`src/design/blb_pkg.sv`:
```
// Shared types, constants and helpers for the backend load balancer.
// No dependencies; used by every module of the block.
package blb_pkg;

  localparam int BACKENDS_DEF   = 8;
  localparam int CONN_WIDTH_DEF = 16;
  localparam int IDX_W          = 3;
  localparam int CNT_W          = 4;
  localparam int WGT_W          = 8;
  localparam int TOT_W          = 11;
  localparam int CW_W           = 16;

  localparam logic [1:0] REG_ALG   = 2'd0;
  localparam logic [1:0] REG_COUNT = 2'd1;
  localparam logic [1:0] REG_WGT   = 2'd2;
  localparam logic [1:0] REG_TOTAL = 2'd3;

  localparam logic [1:0] ALG_RR   = 2'd0;
  localparam logic [1:0] ALG_SWRR = 2'd1;
  localparam logic [1:0] ALG_LC   = 2'd2;

  localparam logic [1:0] REQ_PICK    = 2'd0;
  localparam logic [1:0] REQ_HEALTH  = 2'd1;
  localparam logic [1:0] REQ_RELEASE = 2'd2;

  typedef enum logic [2:0] {
    OP_NONE,
    OP_GRANT,
    OP_SETTLE,
    OP_HEALTH,
    OP_RELEASE
  } cmd_op_t;

  // Broadcast from the controller to every cell.
  typedef struct packed {
    cmd_op_t          op;
    logic [IDX_W-1:0] idx;
    logic             health;
  } cmd_t;

  // Best candidate so far, handed from cell to cell during a scan.
  typedef struct packed {
    logic                   valid;
    logic [IDX_W-1:0]       idx;
    logic                   healthy;
    logic signed [CW_W-1:0] cw;
  } tok_t;

  function automatic logic signed [CW_W-1:0] sat16(input logic signed [CW_W:0] v);
    if (v > 17'sd32767) begin
      return 16'sh7fff;
    end else if (v < -17'sd32768) begin
      return 16'sh8000;
    end else begin
      return v[CW_W-1:0];
    end
  endfunction

endpackage

```
`src/design/blb_cell.sv`:
```
// One backend cell: current weight, health flag and open-connection count.
// Depends on blb_pkg; chained by backend_load_balancer_core.
module blb_cell #(
  parameter int IDX        = 0,
  parameter int CONN_WIDTH = blb_pkg::CONN_WIDTH_DEF
) (
  input  logic                              clk,
  input  logic                              rst,
  input  logic [1:0]                        algorithm,
  input  logic [blb_pkg::CNT_W-1:0]         active_n,
  input  logic [blb_pkg::WGT_W-1:0]         weight,
  input  logic [blb_pkg::TOT_W-1:0]         weight_total,
  input  blb_pkg::cmd_t                     cmd,
  input  blb_pkg::tok_t                     tok_in,
  input  logic [CONN_WIDTH-1:0]             conn_in,
  output blb_pkg::tok_t                     tok_out,
  output logic [CONN_WIDTH-1:0]             conn_out,
  output logic                              healthy
);
  import blb_pkg::*;

  logic signed [CW_W-1:0] cw;
  logic signed [CW_W-1:0] cw_next;
  logic signed [CW_W-1:0] cw_add;
  logic [CONN_WIDTH-1:0]  conn;
  logic [CONN_WIDTH-1:0]  conn_next;
  logic [CONN_WIDTH-1:0]  conn_out_next;
  logic                   healthy_next;
  logic                   in_use;
  logic                   part;
  logic                   hit;
  tok_t                   tok_next;

  assign in_use = (CNT_W'(IDX) < active_n);
  assign part   = in_use && healthy;
  assign cw_add = sat16($signed({cw[CW_W-1], cw}) + $signed({9'd0, weight}));

  always_comb begin
    cw_next       = cw;
    conn_next     = conn;
    healthy_next  = healthy;
    tok_next      = tok_in;
    conn_out_next = conn_in;
    hit           = 1'b0;

    if (tok_in.valid) begin
      if (algorithm == ALG_SWRR && (IDX == 0 || part)) begin
        cw_next = cw_add;
      end
      if (IDX == 0) begin
        hit = 1'b1;
      end else if (algorithm == ALG_SWRR) begin
        hit = part && (cw_add > tok_in.cw);
      end else begin
        hit = part && (conn < conn_in);
      end
      if (hit) begin
        tok_next.idx     = IDX_W'(IDX);
        tok_next.healthy = healthy;
        tok_next.cw      = (algorithm == ALG_SWRR) ? cw_add : cw;
        conn_out_next    = conn;
      end
    end

    if (cmd.idx == IDX_W'(IDX)) begin
      case (cmd.op)
        OP_GRANT: begin
          if (conn != '1) conn_next = conn + CONN_WIDTH'(1);
        end
        OP_SETTLE: begin
          if (healthy) begin
            cw_next = sat16($signed({cw[CW_W-1], cw}) - $signed({6'd0, weight_total}));
            if (conn != '1) conn_next = conn + CONN_WIDTH'(1);
          end else begin
            cw_next = sat16($signed({cw[CW_W-1], cw}) - $signed({9'd0, weight}));
          end
        end
        OP_HEALTH:  healthy_next = cmd.health;
        OP_RELEASE: begin
          if (conn != '0) conn_next = conn - CONN_WIDTH'(1);
        end
        default: ;
      endcase
    end
  end

  always_ff @(posedge clk) begin
    if (rst) begin
      cw      <= '0;
      conn    <= '0;
      healthy <= 1'b1;
      tok_out <= '0;
    end else begin
      cw      <= cw_next;
      conn    <= conn_next;
      healthy <= healthy_next;
      tok_out <= tok_next;
    end
    conn_out <= conn_out_next;
  end

endmodule

```
`src/design/blb_ctrl.sv`:
```
// Request sequencer: round robin pick, scan launch, state commands, result register.
// Depends on blb_pkg; drives the cell chain of backend_load_balancer_core.
module blb_ctrl #(
  parameter int BACKENDS = blb_pkg::BACKENDS_DEF
) (
  input  logic                        clk,
  input  logic                        rst,
  input  logic                        req_valid,
  output logic                        req_stall,
  input  logic [1:0]                  req_type,
  input  logic [blb_pkg::IDX_W-1:0]   backend_index,
  input  logic                        health_value,
  output logic                        res_valid,
  input  logic                        res_stall,
  output logic                        granted,
  output logic [blb_pkg::IDX_W-1:0]   chosen_index,
  input  logic [1:0]                  algorithm,
  input  logic [blb_pkg::CNT_W-1:0]   active_n,
  input  logic [BACKENDS-1:0]         health,
  input  blb_pkg::tok_t               tok_end,
  output blb_pkg::tok_t               start,
  output blb_pkg::cmd_t               cmd
);
  import blb_pkg::*;

  typedef enum logic [1:0] {S_IDLE, S_SCAN, S_DONE} state_t;

  state_t           state;
  logic [IDX_W-1:0] rr_ptr;
  logic [IDX_W-1:0] rr_p;
  logic [IDX_W-1:0] rr_ptr_next;
  logic [7:0]       health8;
  logic             rr_ok;
  logic             idx_ok;
  logic             accept;
  logic             res_take;
  logic             res_g;
  logic [IDX_W-1:0] res_idx;

  assign req_stall = (state != S_IDLE);
  assign accept    = req_valid && (state == S_IDLE);
  assign res_take  = res_valid && !res_stall;
  assign health8   = 8'(health);
  assign idx_ok    = ({1'b0, backend_index} < CNT_W'(BACKENDS));

  always_comb begin
    rr_p        = ({1'b0, rr_ptr} >= active_n) ? '0 : rr_ptr;
    rr_ptr_next = (({1'b0, rr_p} + CNT_W'(1)) >= active_n) ? '0 : rr_p + IDX_W'(1);
    rr_ok       = health8[rr_p];
  end

  always_ff @(posedge clk) begin
    if (rst) begin
      state     <= S_IDLE;
      rr_ptr    <= '0;
      res_valid <= 1'b0;
      cmd       <= '0;
      start     <= '0;
    end else begin
      cmd.op      <= OP_NONE;
      start.valid <= 1'b0;
      if (res_take) res_valid <= 1'b0;
      case (state)
        S_IDLE: begin
          if (accept) begin
            res_g   <= 1'b0;
            res_idx <= '0;
            state   <= S_DONE;
            case (req_type)
              REQ_PICK: begin
                case (algorithm)
                  ALG_RR: begin
                    rr_ptr <= rr_ptr_next;
                    if (rr_ok) begin
                      cmd.op  <= OP_GRANT;
                      cmd.idx <= rr_p;
                      res_g   <= 1'b1;
                      res_idx <= rr_p;
                    end
                  end
                  ALG_SWRR, ALG_LC: begin
                    start.valid <= 1'b1;
                    state       <= S_SCAN;
                  end
                  default: ;
                endcase
              end
              REQ_HEALTH: begin
                if (idx_ok) begin
                  cmd.op     <= OP_HEALTH;
                  cmd.idx    <= backend_index;
                  cmd.health <= health_value;
                end
              end
              REQ_RELEASE: begin
                if (idx_ok) begin
                  cmd.op  <= OP_RELEASE;
                  cmd.idx <= backend_index;
                end
              end
              default: ;
            endcase
          end
        end
        S_SCAN: begin
          if (tok_end.valid) begin
            state <= S_DONE;
            if (algorithm == ALG_SWRR) begin
              cmd.op  <= OP_SETTLE;
              cmd.idx <= tok_end.idx;
            end else if (tok_end.healthy) begin
              cmd.op  <= OP_GRANT;
              cmd.idx <= tok_end.idx;
            end
            if (tok_end.healthy) begin
              res_g   <= 1'b1;
              res_idx <= tok_end.idx;
            end
          end
        end
        S_DONE: begin
          if (!res_valid || res_take) begin
            res_valid    <= 1'b1;
            granted      <= res_g;
            chosen_index <= res_idx;
            state        <= S_IDLE;
          end
        end
        default: state <= S_IDLE;
      endcase
    end
  end

endmodule

```
`src/design/backend_load_balancer_core.sv`:
```
// Backend load balancer top level: configuration registers and a chain of backend cells.
// Depends on blb_pkg, blb_cell and blb_ctrl.
//
//   beat      handshake              payload
//   request   req_valid / req_stall  req_type, backend_index, health_value
//   result    res_valid / res_stall  granted, chosen_index
//   config    wr_en                  wr_index, wr_data
//
// Round robin picks, health updates and releases pass from the done state into the result
// register. Weighted and least-connection picks first scan the cell chain: the
// candidate beat steps through one cell per cycle. One request is in flight at a time.
// Synchronous reset: every backend healthy, connection counts and current weights zero.
// One result may wait under res_stall while the next request is taken; that request
// then holds in the sequencer, stalling input, until the result register drains.
module backend_load_balancer_core #(
  parameter int BACKENDS   = blb_pkg::BACKENDS_DEF,
  parameter int CONN_WIDTH = blb_pkg::CONN_WIDTH_DEF
) (
  input  logic                        clk,
  input  logic                        rst,
  input  logic                        req_valid,
  output logic                        req_stall,
  input  logic [1:0]                  req_type,
  input  logic [blb_pkg::IDX_W-1:0]   backend_index,
  input  logic                        health_value,
  output logic                        res_valid,
  input  logic                        res_stall,
  output logic                        granted,
  output logic [blb_pkg::IDX_W-1:0]   chosen_index,
  input  logic                        wr_en,
  input  logic [1:0]                  wr_index,
  input  logic [63:0]                 wr_data
);
  import blb_pkg::*;

  logic [1:0]            algorithm;
  logic [CNT_W-1:0]      used_count;
  logic [63:0]           backend_weights;
  logic [TOT_W-1:0]      weight_total;
  logic [CNT_W-1:0]      active_n;
  logic [BACKENDS-1:0]   health;
  tok_t                  start;
  cmd_t                  cmd;
  tok_t                  tok_chain [BACKENDS];
  logic [CONN_WIDTH-1:0] conn_chain [BACKENDS];

  always_ff @(posedge clk) begin
    if (rst) begin
      algorithm       <= ALG_RR;
      used_count      <= CNT_W'(8);
      backend_weights <= 64'h0101010101010101;
      weight_total    <= TOT_W'(8);
    end else if (wr_en) begin
      case (wr_index)
        REG_ALG:   algorithm       <= wr_data[1:0];
        REG_COUNT: used_count      <= wr_data[CNT_W-1:0];
        REG_WGT:   backend_weights <= wr_data;
        REG_TOTAL: weight_total    <= wr_data[TOT_W-1:0];
        default: ;
      endcase
    end
  end

  always_comb begin
    if (used_count == '0) begin
      active_n = CNT_W'(1);
    end else if (used_count > CNT_W'(BACKENDS)) begin
      active_n = CNT_W'(BACKENDS);
    end else begin
      active_n = used_count;
    end
  end

  blb_ctrl #(
    .BACKENDS(BACKENDS)
  ) u_ctrl (
    .clk          (clk),
    .rst          (rst),
    .req_valid    (req_valid),
    .req_stall    (req_stall),
    .req_type     (req_type),
    .backend_index(backend_index),
    .health_value (health_value),
    .res_valid    (res_valid),
    .res_stall    (res_stall),
    .granted      (granted),
    .chosen_index (chosen_index),
    .algorithm    (algorithm),
    .active_n     (active_n),
    .health       (health),
    .tok_end      (tok_chain[BACKENDS-1]),
    .start        (start),
    .cmd          (cmd)
  );

  for (genvar i = 0; i < BACKENDS; i++) begin : g_cell
    tok_t                  tok_in;
    logic [CONN_WIDTH-1:0] conn_in;

    if (i == 0) begin : g_head
      assign tok_in  = start;
      assign conn_in = '0;
    end else begin : g_body
      assign tok_in  = tok_chain[i-1];
      assign conn_in = conn_chain[i-1];
    end

    blb_cell #(
      .IDX       (i),
      .CONN_WIDTH(CONN_WIDTH)
    ) u_cell (
      .clk         (clk),
      .rst         (rst),
      .algorithm   (algorithm),
      .active_n    (active_n),
      .weight      (backend_weights[WGT_W*i +: WGT_W]),
      .weight_total(weight_total),
      .cmd         (cmd),
      .tok_in      (tok_in),
      .conn_in     (conn_in),
      .tok_out     (tok_chain[i]),
      .conn_out    (conn_chain[i]),
      .healthy     (health[i])
    );
  end

`ifndef ASSERT_OFF
  a_refused_zero: assert property (@(posedge clk) disable iff (rst)
    res_valid && !granted |-> chosen_index == '0)
    else $error("refused result carries a nonzero index");

  a_grant_range: assert property (@(posedge clk) disable iff (rst)
    res_valid && granted |-> ({1'b0, chosen_index} < CNT_W'(BACKENDS)))
    else $error("granted index beyond the backend row");

  a_scan_busy: assert property (@(posedge clk) disable iff (rst)
    tok_chain[BACKENDS-1].valid |-> req_stall)
    else $error("candidate left the chain while the sequencer was idle");

  a_scan_from_start: assert property (@(posedge clk) disable iff (rst)
    start.valid |-> !tok_chain[BACKENDS-1].valid)
    else $error("scan launched while another was still in the chain");
`endif

endmodule

```
`config.mk`:
```
export PLATFORM = sky130hd
export DESIGN_NAME = backend_load_balancer_core
export DESIGN_NICKNAME = d
export VERILOG_FILES = /design/src/design/blb_pkg.sv /design/src/design/blb_cell.sv /design/src/design/blb_ctrl.sv /design/src/design/backend_load_balancer_core.sv
export SDC_FILE = /design/constraint.sdc
export NUM_CORES = 2
export LEC_CHECK = 0
export BUFFER_PORTS_ARGS = -buffer_cell sky130_fd_sc_hd__buf_2
export CAP_MARGIN = 20
export CORE_ASPECT_RATIO = 0.5
export CORE_UTILIZATION = 65
export DETAILED_ROUTE_END_ITERATION = 8
export PLACE_DENSITY = 0.82
export SLEW_MARGIN = 20
export SYNTH_ARGS = -nofsm -noshare
export SYNTH_HDL_FRONTEND = slang
export SYNTH_SLANG_ARGS = --single-unit
```
`constraint.sdc`:
```
create_clock -name clk -period 7.8 [get_ports clk]
set_clock_uncertainty 0.2 [all_clocks]
set_input_delay 0.78 -clock clk [delete_from_list [all_inputs] [get_ports clk]]
set_output_delay 0.78 -clock clk [all_outputs]
set_load 0.02 [all_outputs]
```
==> summary.txt <==
STA
  • Worst max-slew margin expressed relative to the limit: between 10% and 20%
  • Post-route minimum period: 5870 ps
  • Setup repair after global routing missed its margin: no
  • Fin Setup TNS: 0 ps
  • Tightest hold margin: 154 ps
  • Final worst-path cycle share: around 75%
  • Number of failing setup endpoints in the final timing report: 0
  • Max Transition Viols Final: 0
  • Fmax: between 150 and 200 MHz
  • Transition time of the tightest slew-check pin: about 1200 ps
  • Final hold vios: 0

Synth
  • Leading register cell type out of synthesis: dfxtp_1
  • Synthesis-stage register bit count: approximately 620
  • Post-synthesis cell area: a little over 0.05 mm²
  • Cell variety after synth: 97
  • Count of warnings emitted by yosys: 0
  • Sequential area share after synthesis: 24.6%
  • Ys async rst share: 0%
  • Number of instances in the synthesized netlist: 6,792
  • Average instance area after synthesis: ~7.5 µm²
  • Count of flip-flops with a built-in enable after synthesis: 8
  • Post-Synthesis Net Count: 7,456

Finish
  • Final-layout fill cell count: 6,503
  • Layout cell share with drive strength beyond 1: 5.98%
  • Register cell area after layout: between 0.01 and 0.015 mm²
  • Post-layout instance area: 0.0544 mm²
  • Leading cell type in the layout, fill and taps excluded: nand2_1
  • Relative area change from synthesis to final layout: 6.42%
  • NumNets Final: 7,332
  • Area occupied by multi-input gates: 0.0356 mm²
  • Commonest cells after routing, fill and taps aside: nand2_1, nor2_1, a21oi_1

Detailed routing
  • Remaining design rule violation count: 0
  • Detailed-routing wirelength on met1: roughly 70 mm
  • TritonRoute pass-1 iters: 9
  • Post-DR vias/cell: 6.65
  • Max layer used: met5
  • Initial detailed-routing violation count: ~6,000
  • Vias after detailed routing: 51,625
  • Total met2 wirelength after detailed routing: 72.1 mm
  • Aggregate routed wire length: 167 mm
  • Detailed-route wire length per cell: approximately 22 µm
  • Total met3 wirelength after detailed routing: 18.2 mm
  • Routed Antenna Nets: 0

Setup path
  • Critical Path AT: between 6000 and 7000 ps
  • Required time of the worst setup path: 8190 ps
  • Max stage delay cell, worst path: o21ai_1
  • Cell-by-cell listing of the critical path: inv_1 > ha_1 > or3b_2 > a31oi_1 > o21ai_1 > and3_1 > o21ai_1 > o21ai_0 > ha_1 > nand2b_1 > or3_1 > o31ai_1 > nand3_1 > buf_4 > nor2_1 > a22o_1
  • Crit. End Element: register
  • Type of the worst setup path: reg -> reg
  • Largest fanout on the critical path: 39
  • Worst setup SP type: register
  • Worst path max stage delay: ~800 ps

Clock network
  • Number of buffers created by CTS: 59
  • CTS clk-pin slew, worst paths: 70 ps
  • Number of buffers inserted by post-CTS setup repair: 0
  • Level count of the clock H-tree: 2
  • Cell chosen for the clock root: clkbuf_16
  • CTS sink cnt: 624
  • Bufs on Longest Clock Path: 3
  • Resized cells post-CTS: 0
  • Clock latency at the later pin of the worst-skew pair: approximately 670 ps
  • CTS tree: yes
  • Hold_buf cts: 0

Pwr
  • Leakage power of the design: 22.6 nW
  • Maximum VDD drop: 0.157 mV
  • Cell area power density: 139 mW/mm²

Place
  • Detailed Place HPWL: 125 mm
  • Area post-placement: 0.0522 mm²
  • Total of buffers placed on input and output ports: 82
  • Routability Congestion: slightly above 1

Flow run
  • Max-cap check violation count: 0

Global routing
  • Vias in the first global route: 48,281
  • Antenna violations before repair: 11
  • Total gr overflow: 0
  • Pin count of the biggest net entering global routing: between 150 and 200
  • Global-route wire length before repair: 262 mm
  • GRT Overall Usage: between 40% and 50%

Die
  • I/O pin total: 83
  • Initial core utilization: around two thirds
  • Overall die area: 0.0799 mm²
  • Area of the core: ~0.078 mm²
  • FP Rows: 72
  • Die outline height: 200 µm
  • Horizontal extent of the die: 399 µm

Hold path
  • Worst min-delay path class: in -> reg

Status
  • Outcome: completed
## routing by layer
metal,GRT usage (%),up-vias
met3,8.47,487
met2,62.8,2608
met1,55.0,24356
li1,-,24166
met4,14.7,8
met5,0.952,-
## power by group
| part | leakage (nW) | internal [mW] | switching (mW) | total [mW] |
|---|---|---|---|---|
| registers | 5.04 | 3.22 | 0.0354 | 3.25 |
| logic | 16.5 | 0.338 | 0.592 | 0.929 |
| clock network | 1.06 | 1.94 | 1.45 | 3.38 |
## sequential cells by signal, indices dropped and copies added, names as in the netlist, 2 cells and up
signal,cells
algorithm,2
backend_weights,64
g_cell.u_cell.conn,128
g_cell.u_cell.conn_out,112
g_cell.u_cell.cw,128
g_cell.u_cell.healthy,8
g_cell.u_cell.tok_out,145
u_ctrl.chosen_index,3
u_ctrl.cmd,7
u_ctrl.res_idx,3
u_ctrl.rr_ptr,3
u_ctrl.state,2
used_count,4
weight_total,11
## cell families after synthesis
group	count (synthesis)	share of synthesized area (%)
AO/OA/AOI/OAI	2001	24.9
XOR/XNOR	297	5.09
adder cells (fa/ha/maj)	587	14.8
buffers and inverters	808	6.01
flip-flops	624	24.6
multiplexers	134	2.74
AND/OR/NAND/NOR	2341	21.9
## synthesized netlist by cell type (36+ instances only)
library cell / count / share of area, %
nand2_1: 651 / 4.8
nor2_1: 648 / 4.8
a21oi_1: 621 / 6.1
dfxtp_1: 616 / 24
ha_1: 555 / 14
inv_1: 471 / 3.5
o21ai_0: 467 / 4.6
clkbuf_1: 278 / 2.0
nor3_1: 191 / 1.9
xnor2_1: 178 / 3.0
nand3_1: 155 / 1.5
xor2_1: 119 / 2.0
a21o_1: 108 / 1.6
nor2b_1: 103 / 1.3
a211oi_1: 99 / 1.5
nand4_1: 92 / 1.1
mux2i_1: 90 / 1.8
nor4_1: 85 / 1.0
a31oi_1: 79 / 0.97
nand2b_1: 77 / 0.94
o211ai_1: 76 / 1.1
or3_1: 71 / 0.87
o21a_1: 66 / 0.97
and2_1: 54 / 0.66
and3_1: 53 / 0.65
o31ai_1: 47 / 0.69
mux2_2: 43 / 0.95
or2_2: 41 / 0.50
o22ai_1: 36 / 0.44
## worst max-delay path, delay by kind of cell (launching register included)
| family | cells | cell delay [ps] |
|---|---|---|
| compound gates | 6 | 2290 |
| simple gates | 6 | 1930 |
| fa+ha+maj | 2 | 700 |
| flops | 1 | 360 |
| buf+inv | 2 | 320 |
## cell type report
cell class	instances	area share, %
Sequential cell	624	23.1
Timing Repair Buffer	145	1.69
Antenna cell	6	0.0276
Clock buffer	74	3.02
Multi-Input combinational cell	5360	65.4
Tap cell	1036	2.38
Inverter	478	3.30
Clock inverter	38	1.06
## final timing paths
path / slack (ps) / start / cells past startpoint / to
setup reg to reg: 1930 / backend_weights[42]$_SDFFE_PP0P_ / 16 / g_cell[5].u_cell.tok_out[0]$_SDFF_PP0_
hold reg to reg: 210 / g_cell[4].u_cell.tok_out[17]$_SDFF_PP0_ / 2 / g_cell[5].u_cell.tok_out[17]$_SDFF_PP0_
hold / removal: 150 / wr_data[56] / 3 / backend_weights[56]$_SDFFE_PP1P_
setup / recovery: 1930 / backend_weights[42]$_SDFFE_PP0P_ / 16 / g_cell[5].u_cell.tok_out[0]$_SDFF_PP0_
## stage by stage
stage / total power, mW / utilization (%) / instances / worst slack (ps)
3_5_place_dp: 4.21 / 67.3 / 7642 / 1950
5_1_grt: 7.78 / 70.2 / 7759 / 1570
3_3_place_gp: 4.19 / 67.3 / 7642 / 2110
6_report: 7.56 / 70.2 / 7761 / 1930
2_1_floorplan: 3.96 / - / 6792 / 2090
4_1_cts: 7.54 / 70.1 / 7754 / 1900
Note: power is estimated with default switching activity, not from simulation.
